===== config.mk =====
export PLATFORM = sky130hd
export DESIGN_NAME = sorted_priority_queue_top
export DESIGN_NICKNAME = d
export VERILOG_FILES = /design/src/hw/rtl/spq_pkg.sv /design/src/hw/rtl/spq_datapath.sv /design/src/hw/rtl/spq_ctrl.sv /design/src/hw/rtl/sorted_priority_queue_top.sv
export SDC_FILE = /design/constraint.sdc
export NUM_CORES = 1
export LEC_CHECK = 0
export ABC_AREA = 1
export BUFFER_PORTS_ARGS = -buffer_cell sky130_fd_sc_hd__buf_2
export CAP_MARGIN = 5
export CORE_ASPECT_RATIO = 0.7
export CORE_MARGIN = 3
export CORE_UTILIZATION = 45
export CTS_CLUSTER_DIAMETER = 50
export DETAILED_ROUTE_END_ITERATION = 7
export PLACE_DENSITY = 0.61
export SKIP_LAST_GASP = 1
export SYNTH_ARGS = -nofsm -noshare
export SYNTH_HDL_FRONTEND = slang
export SYNTH_SLANG_ARGS = --single-unit

===== constraint.sdc =====
create_clock -name clk -period 5.9 [get_ports clk]
set_clock_uncertainty 0.15 [all_clocks]
set_input_delay 0.59 -clock clk [delete_from_list [all_inputs] [get_ports clk]]
set_output_delay 0.59 -clock clk [all_outputs]
set_load 0.03 [all_outputs]

===== src/hw/rtl/spq_pkg.sv =====
package spq_pkg;

  // Default sizing of the queue.
  localparam int CAPACITY_DEF = 16;
  localparam int TAG_BITS_DEF = 16;

  // Fixed field widths of the request and result channels.
  localparam int MODE_W   = 3;
  localparam int TAG_IN_W = 16;
  localparam int ART_W    = 8;
  localparam int CLS_W    = 3;
  localparam int KEY_W    = 8;
  localparam int STATUS_W = 2;
  localparam int OCC_W    = 5;

  // Request operation codes.
  typedef enum logic [MODE_W-1:0] {
    OP_PUSH_TAIL = 3'd0,
    OP_PUSH_HEAD = 3'd1,
    OP_INSERT    = 3'd2,
    OP_POP       = 3'd3,
    OP_PEEK      = 3'd4
  } op_t;

  // Result status codes.
  typedef enum logic [STATUS_W-1:0] {
    ST_OK    = 2'd0,
    ST_EMPTY = 2'd1,
    ST_FULL  = 2'd2
  } status_t;

  // Controller states.
  typedef enum logic [2:0] {
    S_IDLE,
    S_DECODE,
    S_SCAN,
    S_SHIFT_RD,
    S_SHIFT_WR,
    S_PLACE,
    S_FIN
  } state_t;

  // Commands from the controller to the datapath, one per cycle.
  typedef enum logic [3:0] {
    CMD_NONE,
    CMD_LOAD,
    CMD_PUSH_TAIL,
    CMD_PUSH_HEAD,
    CMD_FULL,
    CMD_EMPTY,
    CMD_PEEK,
    CMD_POP,
    CMD_SCAN_START,
    CMD_SCAN_NEXT,
    CMD_SCAN_FOUND,
    CMD_SCAN_END,
    CMD_SHIFT_RD,
    CMD_SHIFT_WR,
    CMD_PLACE,
    CMD_PUBLISH
  } dp_cmd_t;

  // Status flags from the datapath to the controller.
  typedef struct packed {
    logic [MODE_W-1:0] mode;
    logic              full;
    logic              empty;
    logic              single;
    logic              before_head;
    logic              key_greater;
    logic              scan_last;
    logic              shift_last;
  } dp_status_t;

endpackage


===== src/hw/rtl/spq_datapath.sv =====
module spq_datapath #(
  parameter int CAPACITY = spq_pkg::CAPACITY_DEF,
  parameter int TAG_BITS = spq_pkg::TAG_BITS_DEF
) (
  input  logic                          clk,
  input  logic                          rst_n,
  input  spq_pkg::dp_cmd_t              cmd,
  output spq_pkg::dp_status_t           dp_st,
  input  logic                          cfg_we,
  input  logic                          cfg_data,
  input  logic [spq_pkg::MODE_W-1:0]    in_mode,
  input  logic [spq_pkg::TAG_IN_W-1:0]  in_entry_tag,
  input  logic [spq_pkg::ART_W-1:0]     in_article_count,
  input  logic [spq_pkg::CLS_W-1:0]     in_customer_class,
  output logic                          out_head_valid,
  output logic [spq_pkg::TAG_IN_W-1:0]  out_head_tag,
  output logic [spq_pkg::ART_W-1:0]     out_head_articles,
  output logic [spq_pkg::CLS_W-1:0]     out_head_class,
  output logic [spq_pkg::STATUS_W-1:0]  out_status,
  output logic [spq_pkg::OCC_W-1:0]     out_occupancy
);
  import spq_pkg::*;

  localparam int PTR_W   = (CAPACITY > 1) ? $clog2(CAPACITY) : 1;
  localparam int CNT_W   = $clog2(CAPACITY + 1);
  localparam int SUM_W   = PTR_W + 2;
  localparam int ENTRY_W = TAG_BITS + ART_W + CLS_W;

  // Entry store, a circular buffer with the head at head_r.
  logic [ENTRY_W-1:0] mem [CAPACITY];
  logic [ENTRY_W-1:0] rdata_r;

  logic               order_r, order_nxt;
  logic [PTR_W-1:0]   head_r, head_nxt;
  logic [CNT_W-1:0]   count_r, count_nxt;

  logic [MODE_W-1:0]   mode_r;
  logic [TAG_BITS-1:0] tag_r;
  logic [ART_W-1:0]    art_r;
  logic [CLS_W-1:0]    cls_r;
  logic [CNT_W-1:0]    idx_r, idx_nxt;
  logic [CNT_W-1:0]    pos_r, pos_nxt;

  logic                res_hv_r, res_hv_nxt;
  logic [TAG_BITS-1:0] res_tag_r, res_tag_nxt;
  logic [ART_W-1:0]    res_art_r, res_art_nxt;
  logic [CLS_W-1:0]    res_cls_r, res_cls_nxt;
  status_t             res_st_r, res_st_nxt;

  logic                out_hv_r;
  logic [TAG_BITS-1:0] out_tag_r;
  logic [ART_W-1:0]    out_art_r;
  logic [CLS_W-1:0]    out_cls_r;
  status_t             out_st_r;
  logic [OCC_W-1:0]    out_occ_r;

  logic [CNT_W-1:0]   rd_lidx;
  logic [PTR_W-1:0]   rd_addr;
  logic [PTR_W-1:0]   wr_addr;
  logic               we;
  logic [ENTRY_W-1:0] wdata;
  logic [ENTRY_W-1:0] new_entry;
  logic [PTR_W-1:0]   head_inc;
  logic [PTR_W-1:0]   head_dec;

  logic [TAG_BITS-1:0] rd_tag;
  logic [ART_W-1:0]    rd_art;
  logic [CLS_W-1:0]    rd_cls;
  logic [KEY_W-1:0]    rd_key;
  logic [KEY_W-1:0]    new_key;

  // Physical slot of a logical position counted from the head.
  function automatic logic [PTR_W-1:0] phys(input logic [PTR_W-1:0] base,
                                            input logic [CNT_W-1:0] off);
    logic [SUM_W-1:0] sum;
    sum = SUM_W'(base) + SUM_W'(off);
    if (sum >= SUM_W'(CAPACITY)) begin
      sum = sum - SUM_W'(CAPACITY);
    end
    return PTR_W'(sum);
  endfunction

  // Ordering key of an entry under the current configuration.
  function automatic logic [KEY_W-1:0] key_of(input logic by_type,
                                              input logic [ART_W-1:0] art,
                                              input logic [CLS_W-1:0] cls);
    return by_type ? KEY_W'(cls) : KEY_W'(art);
  endfunction

  // Fields of the entry read last cycle, and the keys being compared.
  assign rd_tag    = rdata_r[ENTRY_W-1 -: TAG_BITS];
  assign rd_art    = rdata_r[CLS_W +: ART_W];
  assign rd_cls    = rdata_r[CLS_W-1:0];
  assign rd_key    = key_of(order_r, rd_art, rd_cls);
  assign new_key   = key_of(order_r, art_r, cls_r);
  assign new_entry = {tag_r, art_r, cls_r};

  assign head_inc = (head_r == PTR_W'(CAPACITY - 1)) ? '0 : head_r + 1'b1;
  assign head_dec = (head_r == '0) ? PTR_W'(CAPACITY - 1) : head_r - 1'b1;

  // Status towards the controller.
  always_comb begin
    dp_st.mode        = mode_r;
    dp_st.full        = (count_r == CNT_W'(CAPACITY));
    dp_st.empty       = (count_r == '0);
    dp_st.single      = (count_r == CNT_W'(1));
    dp_st.before_head = (new_key < rd_key);
    dp_st.key_greater = (rd_key > new_key);
    dp_st.scan_last   = (CNT_W'(idx_r + 1'b1) == count_r);
    dp_st.shift_last  = (CNT_W'(idx_r - 1'b1) == pos_r);
  end

  // Read address: the head unless a scan or shift asks for another slot.
  always_comb begin
    case (cmd)
      CMD_SCAN_START: rd_lidx = CNT_W'(1);
      CMD_SCAN_NEXT:  rd_lidx = CNT_W'(idx_r + 1'b1);
      CMD_SHIFT_RD:   rd_lidx = CNT_W'(idx_r - 1'b1);
      default:        rd_lidx = '0;
    endcase
    rd_addr = phys(head_r, rd_lidx);
  end

  // Write port.
  always_comb begin
    we      = 1'b0;
    wr_addr = phys(head_r, count_r);
    wdata   = new_entry;
    case (cmd)
      CMD_PUSH_TAIL: begin
        we = 1'b1;
      end
      CMD_PUSH_HEAD: begin
        we      = 1'b1;
        wr_addr = head_dec;
      end
      CMD_SHIFT_WR: begin
        we      = 1'b1;
        wr_addr = phys(head_r, idx_r);
        wdata   = rdata_r;
      end
      CMD_PLACE: begin
        we      = 1'b1;
        wr_addr = phys(head_r, pos_r);
      end
      default: begin
        we = 1'b0;
      end
    endcase
  end

  // Next values of the queue state, the scan indexes and the staged result.
  always_comb begin
    order_nxt   = cfg_we ? cfg_data : order_r;
    head_nxt    = head_r;
    count_nxt   = count_r;
    idx_nxt     = idx_r;
    pos_nxt     = pos_r;
    res_hv_nxt  = res_hv_r;
    res_tag_nxt = res_tag_r;
    res_art_nxt = res_art_r;
    res_cls_nxt = res_cls_r;
    res_st_nxt  = res_st_r;
    case (cmd) inside
      CMD_LOAD: begin
        res_hv_nxt  = 1'b0;
        res_tag_nxt = '0;
        res_art_nxt = '0;
        res_cls_nxt = '0;
        res_st_nxt  = ST_OK;
      end
      CMD_PUSH_TAIL, CMD_PLACE: begin
        count_nxt = count_r + 1'b1;
      end
      CMD_PUSH_HEAD: begin
        head_nxt  = head_dec;
        count_nxt = count_r + 1'b1;
      end
      CMD_FULL: begin
        res_st_nxt = ST_FULL;
      end
      CMD_EMPTY: begin
        res_st_nxt = ST_EMPTY;
      end
      CMD_PEEK, CMD_POP: begin
        res_hv_nxt  = 1'b1;
        res_tag_nxt = rd_tag;
        res_art_nxt = rd_art;
        res_cls_nxt = rd_cls;
        if (cmd == CMD_POP) begin
          head_nxt  = head_inc;
          count_nxt = count_r - 1'b1;
        end
      end
      CMD_SCAN_START: begin
        idx_nxt = CNT_W'(1);
      end
      CMD_SCAN_NEXT: begin
        idx_nxt = CNT_W'(idx_r + 1'b1);
      end
      CMD_SCAN_FOUND: begin
        pos_nxt = idx_r;
        idx_nxt = count_r;
      end
      CMD_SCAN_END: begin
        pos_nxt = count_r;
      end
      CMD_SHIFT_WR: begin
        idx_nxt = CNT_W'(idx_r - 1'b1);
      end
      default: begin
        idx_nxt = idx_r;
      end
    endcase
  end

  // Entry memory with registered read data.
  always_ff @(posedge clk) begin
    if (we) begin
      mem[wr_addr] <= wdata;
    end
    rdata_r <= mem[rd_addr];
  end

  // Queue control state.
  always_ff @(posedge clk) begin
    if (!rst_n) begin
      order_r <= 1'b0;
      head_r  <= '0;
      count_r <= '0;
    end else begin
      order_r <= order_nxt;
      head_r  <= head_nxt;
      count_r <= count_nxt;
    end
  end

  // Request capture, scan indexes and result registers.
  always_ff @(posedge clk) begin
    if (cmd == CMD_LOAD) begin
      mode_r <= in_mode;
      tag_r  <= TAG_BITS'(in_entry_tag);
      art_r  <= in_article_count;
      cls_r  <= in_customer_class;
    end
    idx_r     <= idx_nxt;
    pos_r     <= pos_nxt;
    res_hv_r  <= res_hv_nxt;
    res_tag_r <= res_tag_nxt;
    res_art_r <= res_art_nxt;
    res_cls_r <= res_cls_nxt;
    res_st_r  <= res_st_nxt;
    if (cmd == CMD_PUBLISH) begin
      out_hv_r  <= res_hv_r;
      out_tag_r <= res_tag_r;
      out_art_r <= res_art_r;
      out_cls_r <= res_cls_r;
      out_st_r  <= res_st_r;
      out_occ_r <= OCC_W'(count_r);
    end
  end

  assign out_head_valid    = out_hv_r;
  assign out_head_tag      = TAG_IN_W'(out_tag_r);
  assign out_head_articles = out_art_r;
  assign out_head_class    = out_cls_r;
  assign out_status        = out_st_r;
  assign out_occupancy     = out_occ_r;

endmodule


===== src/hw/rtl/spq_ctrl.sv =====
module spq_ctrl (
  input  logic                clk,
  input  logic                rst_n,
  input  logic                in_valid,
  output logic                in_ready,
  output logic                out_valid,
  input  logic                out_ready,
  input  spq_pkg::dp_status_t dp_st,
  output spq_pkg::dp_cmd_t    cmd
);
  import spq_pkg::*;

  state_t state_r, state_nxt;
  logic   out_valid_r, out_valid_nxt;
  logic   out_free;

  assign out_free = !out_valid_r || out_ready;

  // Next state.
  always_comb begin
    state_nxt = state_r;
    unique case (state_r)
      S_IDLE: begin
        if (in_valid) begin
          state_nxt = S_DECODE;
        end
      end
      S_DECODE: begin
        if (dp_st.mode == OP_INSERT && !dp_st.full && !dp_st.empty &&
            !dp_st.before_head && !dp_st.single) begin
          state_nxt = S_SCAN;
        end else begin
          state_nxt = S_FIN;
        end
      end
      S_SCAN: begin
        if (dp_st.key_greater) begin
          state_nxt = S_SHIFT_RD;
        end else if (dp_st.scan_last) begin
          state_nxt = S_PLACE;
        end
      end
      S_SHIFT_RD: begin
        state_nxt = S_SHIFT_WR;
      end
      S_SHIFT_WR: begin
        state_nxt = dp_st.shift_last ? S_PLACE : S_SHIFT_RD;
      end
      S_PLACE: begin
        state_nxt = S_FIN;
      end
      S_FIN: begin
        if (out_free) begin
          state_nxt = S_IDLE;
        end
      end
      default: begin
        state_nxt = S_IDLE;
      end
    endcase
  end

  // Datapath commands and request handshake.
  always_comb begin
    cmd      = CMD_NONE;
    in_ready = 1'b0;
    unique case (state_r)
      S_IDLE: begin
        in_ready = 1'b1;
        if (in_valid) begin
          cmd = CMD_LOAD;
        end
      end
      S_DECODE: begin
        unique case (dp_st.mode)
          OP_PUSH_TAIL: cmd = dp_st.full ? CMD_FULL : CMD_PUSH_TAIL;
          OP_PUSH_HEAD: cmd = dp_st.full ? CMD_FULL : CMD_PUSH_HEAD;
          OP_INSERT: begin
            if (dp_st.full) begin
              cmd = CMD_FULL;
            end else if (dp_st.empty || dp_st.before_head) begin
              cmd = CMD_PUSH_HEAD;
            end else if (dp_st.single) begin
              cmd = CMD_PUSH_TAIL;
            end else begin
              cmd = CMD_SCAN_START;
            end
          end
          OP_POP:  cmd = dp_st.empty ? CMD_EMPTY : CMD_POP;
          OP_PEEK: cmd = dp_st.empty ? CMD_EMPTY : CMD_PEEK;
          default: cmd = CMD_NONE;
        endcase
      end
      S_SCAN: begin
        if (dp_st.key_greater) begin
          cmd = CMD_SCAN_FOUND;
        end else if (dp_st.scan_last) begin
          cmd = CMD_SCAN_END;
        end else begin
          cmd = CMD_SCAN_NEXT;
        end
      end
      S_SHIFT_RD: cmd = CMD_SHIFT_RD;
      S_SHIFT_WR: cmd = CMD_SHIFT_WR;
      S_PLACE:    cmd = CMD_PLACE;
      S_FIN: begin
        if (out_free) begin
          cmd = CMD_PUBLISH;
        end
      end
      default: cmd = CMD_NONE;
    endcase
  end

  // The result register is full from publication until it is taken.
  always_comb begin
    if (cmd == CMD_PUBLISH) begin
      out_valid_nxt = 1'b1;
    end else if (out_ready) begin
      out_valid_nxt = 1'b0;
    end else begin
      out_valid_nxt = out_valid_r;
    end
  end

  always_ff @(posedge clk) begin
    if (!rst_n) begin
      state_r     <= S_IDLE;
      out_valid_r <= 1'b0;
    end else begin
      state_r     <= state_nxt;
      out_valid_r <= out_valid_nxt;
    end
  end

  assign out_valid = out_valid_r;

endmodule


===== src/hw/rtl/sorted_priority_queue_top.sv =====
// Push, pop, peek, spare modes, errors and unscanned inserts pass from acceptance via
// decode to publication; a scanning insert also scans, shifts the later entries back one
// slot by a read and a write each, and places the new entry. Memory scan and shift set
// insert time. One request at a time; the next is taken the cycle after a result is
// registered, even while that result still waits. Synchronous active-low reset empties
// the queue, clears the key select and the output valid and idles the controller.
module sorted_priority_queue_top #(
  parameter int CAPACITY = spq_pkg::CAPACITY_DEF,
  parameter int TAG_BITS = spq_pkg::TAG_BITS_DEF
) (
  input  logic                          clk,
  input  logic                          rst_n,
  input  logic                          cfg_valid,
  output logic                          cfg_ready,
  input  logic                          cfg_data,
  input  logic                          in_valid,
  output logic                          in_ready,
  input  logic [spq_pkg::MODE_W-1:0]    in_mode,
  input  logic [spq_pkg::TAG_IN_W-1:0]  in_entry_tag,
  input  logic [spq_pkg::ART_W-1:0]     in_article_count,
  input  logic [spq_pkg::CLS_W-1:0]     in_customer_class,
  output logic                          out_valid,
  input  logic                          out_ready,
  output logic                          out_head_valid,
  output logic [spq_pkg::TAG_IN_W-1:0]  out_head_tag,
  output logic [spq_pkg::ART_W-1:0]     out_head_articles,
  output logic [spq_pkg::CLS_W-1:0]     out_head_class,
  output logic [spq_pkg::STATUS_W-1:0]  out_status,
  output logic [spq_pkg::OCC_W-1:0]     out_occupancy
);
  import spq_pkg::*;

  dp_cmd_t    cmd;
  dp_status_t dp_st;

  // The configuration register is always writable.
  assign cfg_ready = 1'b1;

  spq_ctrl u_ctrl (
    .clk       (clk),
    .rst_n     (rst_n),
    .in_valid  (in_valid),
    .in_ready  (in_ready),
    .out_valid (out_valid),
    .out_ready (out_ready),
    .dp_st     (dp_st),
    .cmd       (cmd)
  );

  spq_datapath #(
    .CAPACITY (CAPACITY),
    .TAG_BITS (TAG_BITS)
  ) u_datapath (
    .clk               (clk),
    .rst_n             (rst_n),
    .cmd               (cmd),
    .dp_st             (dp_st),
    .cfg_we            (cfg_valid && cfg_ready),
    .cfg_data          (cfg_data),
    .in_mode           (in_mode),
    .in_entry_tag      (in_entry_tag),
    .in_article_count  (in_article_count),
    .in_customer_class (in_customer_class),
    .out_head_valid    (out_head_valid),
    .out_head_tag      (out_head_tag),
    .out_head_articles (out_head_articles),
    .out_head_class    (out_head_class),
    .out_status        (out_status),
    .out_occupancy     (out_occupancy)
  );

endmodule


==> results of run 1 <==
## timing repair
| action | CTS | global route |
|---|---|---|
| hold buffers | 19 | 0 |
| setup buffers | 0 | 0 |
| hold endpoints to repair | 19 | 0 |
| setup endpoints to repair | 0 | 0 |
## worst min path at each step
stage                                       start  slack (ps)                     endpoint
final                            in_entry_tag[15]          20         u_datapath.tag_r[15]
after global routing                   in_mode[2]           2         u_datapath.mode_r[2]
after CTS                              in_mode[2]         0.8         u_datapath.mode_r[2]
after detailed placement  u_datapath.res_tag_r[0]         270   u_datapath.out_head_tag[0]
after global placement        u_datapath.res_hv_r         270    u_datapath.out_head_valid
after floorplan             u_datapath.count_r[4]         260  u_datapath.out_occupancy[4]
## routing by layer
metal,routed length [um],part of all wire
met5,0,0
met4,1490,0.025
met3,4390,0.074
met2,26800,0.45
met1,26800,0.45
## cell usage after synthesis, drive strengths merged, types with 5 or more instances
master  instances
a21oi          98
o211ai          7
inv            78
nand3          63
ha             21
xnor2           5
o22ai          55
buf            20
nand2         509
a32o           54
xor2           12
clkbuf         87
nor2          174
dfxtp          71
o21ai         197
nand4           9
edfxtp        507
## final cells by class
| type | count | area (um^2) |
|---|---|---|
| fillers | 4397 | 24300 |
| repair buffers | 136 | 963 |
| flip-flops and latches | 578 | 16600 |
| clock inverters | 26 | 375 |
| clock buffers | 71 | 1460 |
| inverters | 78 | 300 |
| multi-input cells | 1225 | 6230 |
| well taps | 674 | 843 |
## cell families (layout without fill, tap and decap cells)
logic type      after synthesis  after routing  share of synthesized area
compound gates              422            422                      0.107
flops                       578            578                      0.710
simple gates                762            762                      0.133
fa+ha+maj                    23             23                     0.0129
other cells                   1              1                   0.000160
buf+inv                     185            311                     0.0308
xor+xnor                     17             17                    0.00635
## metrics by stage
stage          instances   util  cell area (um^2)  power (uW)
2_1_floorplan       1988      -             23500        9770
3_3_place_gp        2672  0.485             24800       11500
5_1_grt             2788  0.525             26800       16200
4_1_cts             2788  0.525             26800       15300
3_5_place_dp        2672  0.485             24800       11700
6_report            2788  0.525             26800       15300
## worst max-delay path, cell delays in order (launching register included)
cell                       delay (ps)
sky130_fd_sc_hd__dfxtp_1          550
sky130_fd_sc_hd__inv_2            150
sky130_fd_sc_hd__nand2_1           90
sky130_fd_sc_hd__ha_1             240
sky130_fd_sc_hd__a21oi_1          140
sky130_fd_sc_hd__nor2_1            50
sky130_fd_sc_hd__a211oi_1         310
sky130_fd_sc_hd__nand2_4          140
sky130_fd_sc_hd__nor2_4           320
sky130_fd_sc_hd__nor2_2           100
sky130_fd_sc_hd__nand2_4          150
sky130_fd_sc_hd__nor2_4            70
sky130_fd_sc_hd__nand2_1          200
sky130_fd_sc_hd__inv_1            140
sky130_fd_sc_hd__o21ai_0          160
sky130_fd_sc_hd__nand2_1          100
sky130_fd_sc_hd__ha_4             180
sky130_fd_sc_hd__fa_2             570
sky130_fd_sc_hd__buf_4            570
sky130_fd_sc_hd__o21ai_0          220
sky130_fd_sc_hd__o22ai_1          210
sky130_fd_sc_hd__nand2_1           70
sky130_fd_sc_hd__o21ai_0          120
sky130_fd_sc_hd__nand3_1          110
sky130_fd_sc_hd__nand2_1          100
## registers in the layout, summed over array words and instances (netlist names), 2 cells and up
name,cells
u_datapath.res_art_r,8
u_datapath.res_tag_r,16
u_datapath.res_cls_r,3
u_ctrl.state_r,3
u_datapath.tag_r,16
u_datapath.out_head_class,3
u_datapath.out_head_articles,8
u_datapath.out_head_tag,16
u_datapath.mode_r,3
u_datapath.cls_r,3
u_datapath.head_r,4
u_datapath.out_occupancy,5
u_datapath.idx_r,5
u_datapath.count_r,5
u_datapath.out_status,2
u_datapath.art_r,8
u_datapath.mem,432
u_datapath.pos_r,5
u_datapath.res_st_r,2
u_datapath.rdata_r,27
## report_power, final
part | total (uW) | internal, uW | switching (uW)
logic | 5610 | 1720 | 3890
registers | 6040 | 5660 | 381
clock network | 3620 | 2100 | 1530
==> results.txt, run 1 <==
sequential element share of the synthesized area = 0.710
global route overflow = 0
Critical Path Start = u_datapath.order_r
insertion delay of the later-clocked pin in the worst-skew pair = 590 ps
clock-pin slew on the worst setup and hold paths = 60 ps
vias per cell = 5.59
combined area of all synthesized cells = 23400 um^2
number of I/O port buffers = 72
GRT Max-Usage Layer = met2
clock buffer count from CTS = 53
number of instances on the worst hold path = 1
proportion of synthesized flip-flops having asynchronous set or reset = 0
number of synthesized flops with an enable pin = 507
number of different library cells in the post-synthesis netlist = 44
Min Hold Slack = 24.4 ps
maximum level of the CTS H-tree = 2
number of clock sinks = 578
Worst VDD drop = 0.000312 V
worst min-delay path class = in -> reg
DR vias = 15584
reg-to-reg critical path startpoint = u_datapath.order_r
warning count from the yosys run = 0
boundary pin count = 74
largest fanout of any net on the critical path = 54
worst reg-to-reg path cell count = 24
starting utilization of the core area = 0.459
Die Outline Area = 54900 um^2
flop-to-flop setup slack = 620 ps
global routing met2 resource utilization = 0.335
number of nets with antenna violations after routing = 0
DIE WIDTH = 279 um
Worst Tran Pin Value = 1130 ps
largest net degree at the start of global routing = 109
RSZ-0062 raised after global routing = no
required time worst endpoint = 6280 ps
end point of the critical path = u_datapath.rdata_r[4]
Resized Gates After CTS = 0
reg-to-reg endpoint = u_datapath.rdata_r[4]
run status = finished clean
estimated wirelength of the detail-placed design = 32.9 mm
Post-route DRC = 0
crit start category = register
clock period minus worst slack = 5280 ps
share of layout cells above drive strength 1 = 0.120
count of TritonRoute iterations in the first routing pass = 6
commonest register cell after synthesis = sky130_fd_sc_hd__edfxtp_1
max-slew violation count = 0
synthesized area divided by synthesized cell count = 11.8 um^2
clock tree from TritonCTS = done
leakage component of the power = 0.00978 uW
routability congestion estimate = 0.855
arrival time of data at the critical path endpoint = 5670 ps
maximum root-to-sink buffer count = 3
core footprint = 51100 um^2
power density over cell area = 569 nW/um^2
ranking of synthesized cells by area = sky130_fd_sc_hd__edfxtp_1 (65%), sky130_fd_sc_hd__nand2_1 (8.0%), sky130_fd_sc_hd__dfxtp_1 (6.1%)
global routing usage on met3 = 0.0369
Clk Tree Root Cell = sky130_fd_sc_hd__clkbuf_16
Period Utilization, post-route = 0.896
minimum setup slack after placement = 669 ps
cell count after synthesis = 1988
detailed router's first-iteration violation count = 1501
post-detailed-route wirelength per cell = 21.3 um
Critical Path Sink Type = register
Global Route met1 Usage = 0.317
most used cells in the layout excluding fill and tap cells = sky130_fd_sc_hd__edfxtp_1 (507), sky130_fd_sc_hd__nand2_1 (500), sky130_fd_sc_hd__o21ai_0 (190)
crit path setup slack, layout = 616 ps
nets = 2131
total wirelength of the detailed-routed design = 59.5 mm
Site Rows = 69
number of hold-slack violations in the final timing report = 0
portion of synthesized cell area occupied by the leading cell type = 0.649
Post-Syn Nets = 2047
cell type contributing the most total cell area after synthesis = sky130_fd_sc_hd__edfxtp_1
P&R area growth vs syn = 14.4%
setup violators final = 0
most common cell after layout, fill and taps aside = sky130_fd_sc_hd__edfxtp_1
Antenna Diode Count = 0
die height = 197 um
number of maximum-capacitance constraint violations = 0
GRT Util Overall = 0.216
vias in the first global route = 14826
Total Negative Setup Slacks = 0 ps
Max Freq = 189 MHz
number of antenna violations at the first check in global routing = 1
flip-flop and latch count after synthesis = 578
global-route wire length before repair = 90.4 mm
path type of the worst setup path = reg -> reg
Worst slew margin = 0.238
Power figures use the tool's default switching activity.
==> run 2: changes to the inputs <==
--- a/config.mk
+++ b/config.mk
@@ -14,6 +14,7 @@
 export CTS_CLUSTER_DIAMETER = 50
 export DETAILED_ROUTE_END_ITERATION = 7
 export PLACE_DENSITY = 0.61
+export REMOVE_ABC_BUFFERS = 1
 export SKIP_LAST_GASP = 1
 export SYNTH_ARGS = -nofsm -noshare
 export SYNTH_HDL_FRONTEND = slang
==> results.txt, run 2 (synthesized netlist as in run 1, its figures left out) <==
run status = finished clean
crit start category = register
path type of the worst setup path = reg -> reg
Worst slew margin = 0.367 (+0.128)
Critical Path Sink Type = register
power density over cell area = 571 nW/um^2 (+0.25%)
postcts setup bufs = 0 (unchanged)
core footprint = 51100 um^2 (unchanged)
Crit path buffers/inverters = 4 (+1)
register with the most flip-flops = u_datapath.mem
share of layout cells above drive strength 1 = 0.129 (+0.00853)
placed cell area = 24900 um^2 (+0.24%)
biggest registers after layout = u_datapath.mem (432), u_datapath.rdata_r (27)
arrival time of data at the critical path endpoint = 5800 ps (+130 ps)
reg-to-reg endpoint = u_datapath.rdata_r[25]
required time worst endpoint = 6300 ps (+20 ps)
number of hold-slack violations in the final timing report = 0 (unchanged)
Site Rows = 69 (unchanged)
Min Hold Slack = 27.3 ps (+2.91 ps)
boundary pin count = 74 (unchanged)
most common cell after layout, fill and taps aside = sky130_fd_sc_hd__edfxtp_1
Post-route DRC = 0 (unchanged)
total wirelength of the detailed-routed design = 61.5 mm (+3.4%)
critical path's most frequent cell = sky130_fd_sc_hd__nand2_1
largest net degree at the start of global routing = 139 (+28%)
clock buffer count from CTS = 57 (+7.5%)
switching power of the nets = 5880 uW (+1.5%)
vias per cell = 5.61 (+0.35%)
Min-Delay Endpoint = u_datapath.art_r[3]
Antenna Diode Count = 0 (unchanged)
maximum root-to-sink buffer count = 3 (unchanged)
flop-to-flop setup slack = 500 ps (-110 ps)
clock tree from TritonCTS = done
setup violators final = 0 (unchanged)
CP max stage cell = sky130_fd_sc_hd__fa_2
proportion of power drawn by the clock network = 0.244 (+0.007)
count of TritonRoute iterations in the first routing pass = 5 (-1)
sequential cell fraction of total power = 0.387 (-0.009)
number of nets with antenna violations after routing = 0 (unchanged)
Die Outline Area = 54900 um^2 (unchanged)
global route overflow = 0 (unchanged)
Max Freq = 185 MHz (-2.1%)
post-detailed-route wirelength per cell = 21.9 um (+2.5%)
global-route wire length before repair = 92.9 mm (+2.8%)
worst min-delay path class = in -> reg
max reg flops = 432 (unchanged)
number of maximum-capacitance constraint violations = 0 (unchanged)
leakage component of the power = 0.00992 uW (+1.4%)
worst reg-to-reg path cell count = 23 (-4.2%)
clock-pin slew on the worst setup and hold paths = 60 ps (about the same)
number of I/O port buffers = 72 (unchanged)
DIE WIDTH = 279 um (unchanged)
maximum level of the CTS H-tree = 2 (unchanged)
max-slew violation count = 0 (unchanged)
number of antenna violations at the first check in global routing = 0 (-1)
Worst VDD drop = 0.000311 V (-0.23%)
Worst Tran Pin Value = 948 ps (-187 ps)
most used cells in the layout excluding fill and tap cells = sky130_fd_sc_hd__edfxtp_1 (507), sky130_fd_sc_hd__nand2_1 (500), sky130_fd_sc_hd__o21ai_0 (193)
net switching share of the total power = 0.380 (+0.000989)
detailed router's first-iteration violation count = 1846 (+23%)
routability congestion estimate = 0.879 (+2.8%)
die height = 197 um (unchanged)
final non-filler cell area = 27100 um^2 (+1.0%)
reg-to-reg critical path startpoint = u_datapath.order_r
insertion delay of the later-clocked pin in the worst-skew pair = 620 ps (+30 ps)
estimated wirelength of the detail-placed design = 34.0 mm (+3.5%)
GRT Util Overall = 0.224 (+0.00863)
gate family responsible for the most delay along the worst path = simple AND/OR/NAND/NOR gates
P&R area growth vs syn = 15.5%
Internal Pwr Total = 9580 uW (+1.1%)
Clk Tree Root Cell = sky130_fd_sc_hd__clkbuf_16
RSZ-0062 raised after global routing = no
nets = 2147 (+0.75%)
number of instances on the worst hold path = 1 (unchanged)
DR vias = 15768 (+1.2%)
Period Utilization, post-route = 0.915 (+0.0191)
hold wc startpoint = in_article_count[3]
starting utilization of the core area = 0.459 (unchanged)
largest fanout of any net on the critical path = 90 (+67%)
fraction of power consumed by combinational cells = 0.369 (+0.002)
vias in the first global route = 14875 (+0.33%)
clock period minus worst slack = 5400 ps (+113 ps)
Critical Path, Cell by Cell = inv_2 -> nand2_1 -> ha_1 -> a21oi_1 -> nor2_1 -> a211oi_1 -> nand2_4 -> nor2_4 -> nor2_2 -> nand2_4 -> nor2_4 -> nand2_1 -> inv_1 -> o21ai_0 -> nand2_1 -> ha_4 -> fa_2 -> inv_4 -> buf_12 -> a32o_1 -> o21ai_0 -> nand3_1 -> nand2_1
delay of the slowest critical-path stage = 820 ps (+250 ps)
number of clock sinks = 578 (unchanged)
## run 2: final cells by class
class	instances	area, um^2
fillers	4363	24000
flip-flops and latches	578	16600
clock inverters	34	369
well taps	674	843
multi-input cells	1225	6240
clock buffers	74	1590
inverters	78	300
repair buffers	148	1100
## run 2: timing repair
item | 4_1_cts | 5_1_grt
gates resized for setup | 0 | 0
hold buffers | 25 | 2
endpoints found under the hold margin | 25 | 2
## run 2: power by group through the flow
stage                     combinational [uW]  clock (uW)  sequential (uW)
after floorplan                         3730           0             5970
after global placement                  5510           0             6050
after detailed placement                5630           0             6060
final                                   5700        3780             5980
after CTS                               5680        3840             5980
after global routing                    6350        4010             6040
## run 2: metrics by stage
stage,TNS (ps),util,power (uW),instances,setup WS [ps]
floorplan,-100490,-,9710,1881,-3720
global placement,0,0.486,11600,2676,768
detailed placement,0,0.486,11700,2676,638
CTS,0,0.530,15500,2809,591
global route,0,0.530,16400,2811,118
finish,0,0.530,15500,2811,503
## run 2: worst max path at each step
stage	end	cells past startpoint	start	slack, ps
floorplan	u_datapath.rdata_r[25]	23	u_datapath.order_r	-3720
global placement	u_datapath.rdata_r[21]	23	u_datapath.order_r	770
detailed placement	u_datapath.rdata_r[12]	24	u_datapath.order_r	640
CTS	u_datapath.rdata_r[12]	24	u_datapath.order_r	590
global route	u_datapath.rdata_r[25]	25	u_datapath.order_r	120
finish	u_datapath.rdata_r[25]	23	u_datapath.order_r	500
## run 2: layer usage
metal / part of all wire / vias up / track usage
met5: 0 / - / 0
met4: 0.020 / 0 / 0.0558
met3: 0.079 / 94 / 0.0442
met2: 0.44 / 594 / 0.336
met1: 0.46 / 7773 / 0.339
li1: - / 7307 / -
## run 2: worst register-to-register path, cell delays in order, from the launching register on
cell                       delay, ps
sky130_fd_sc_hd__dfxtp_1         580
sky130_fd_sc_hd__inv_2           180
sky130_fd_sc_hd__nand2_1         100
sky130_fd_sc_hd__ha_1            240
sky130_fd_sc_hd__a21oi_1         160
sky130_fd_sc_hd__nor2_1           50
sky130_fd_sc_hd__a211oi_1        340
sky130_fd_sc_hd__nand2_4         140
sky130_fd_sc_hd__nor2_4          330
sky130_fd_sc_hd__nor2_2          110
sky130_fd_sc_hd__nand2_4         150
sky130_fd_sc_hd__nor2_4           70
sky130_fd_sc_hd__nand2_1         230
sky130_fd_sc_hd__inv_1           140
sky130_fd_sc_hd__o21ai_0         160
sky130_fd_sc_hd__nand2_1         110
sky130_fd_sc_hd__ha_4            180
sky130_fd_sc_hd__fa_2            820
sky130_fd_sc_hd__inv_4            80
sky130_fd_sc_hd__buf_12          200
sky130_fd_sc_hd__a32o_1          460
sky130_fd_sc_hd__o21ai_0         160
sky130_fd_sc_hd__nand3_1         100
sky130_fd_sc_hd__nand2_1         100
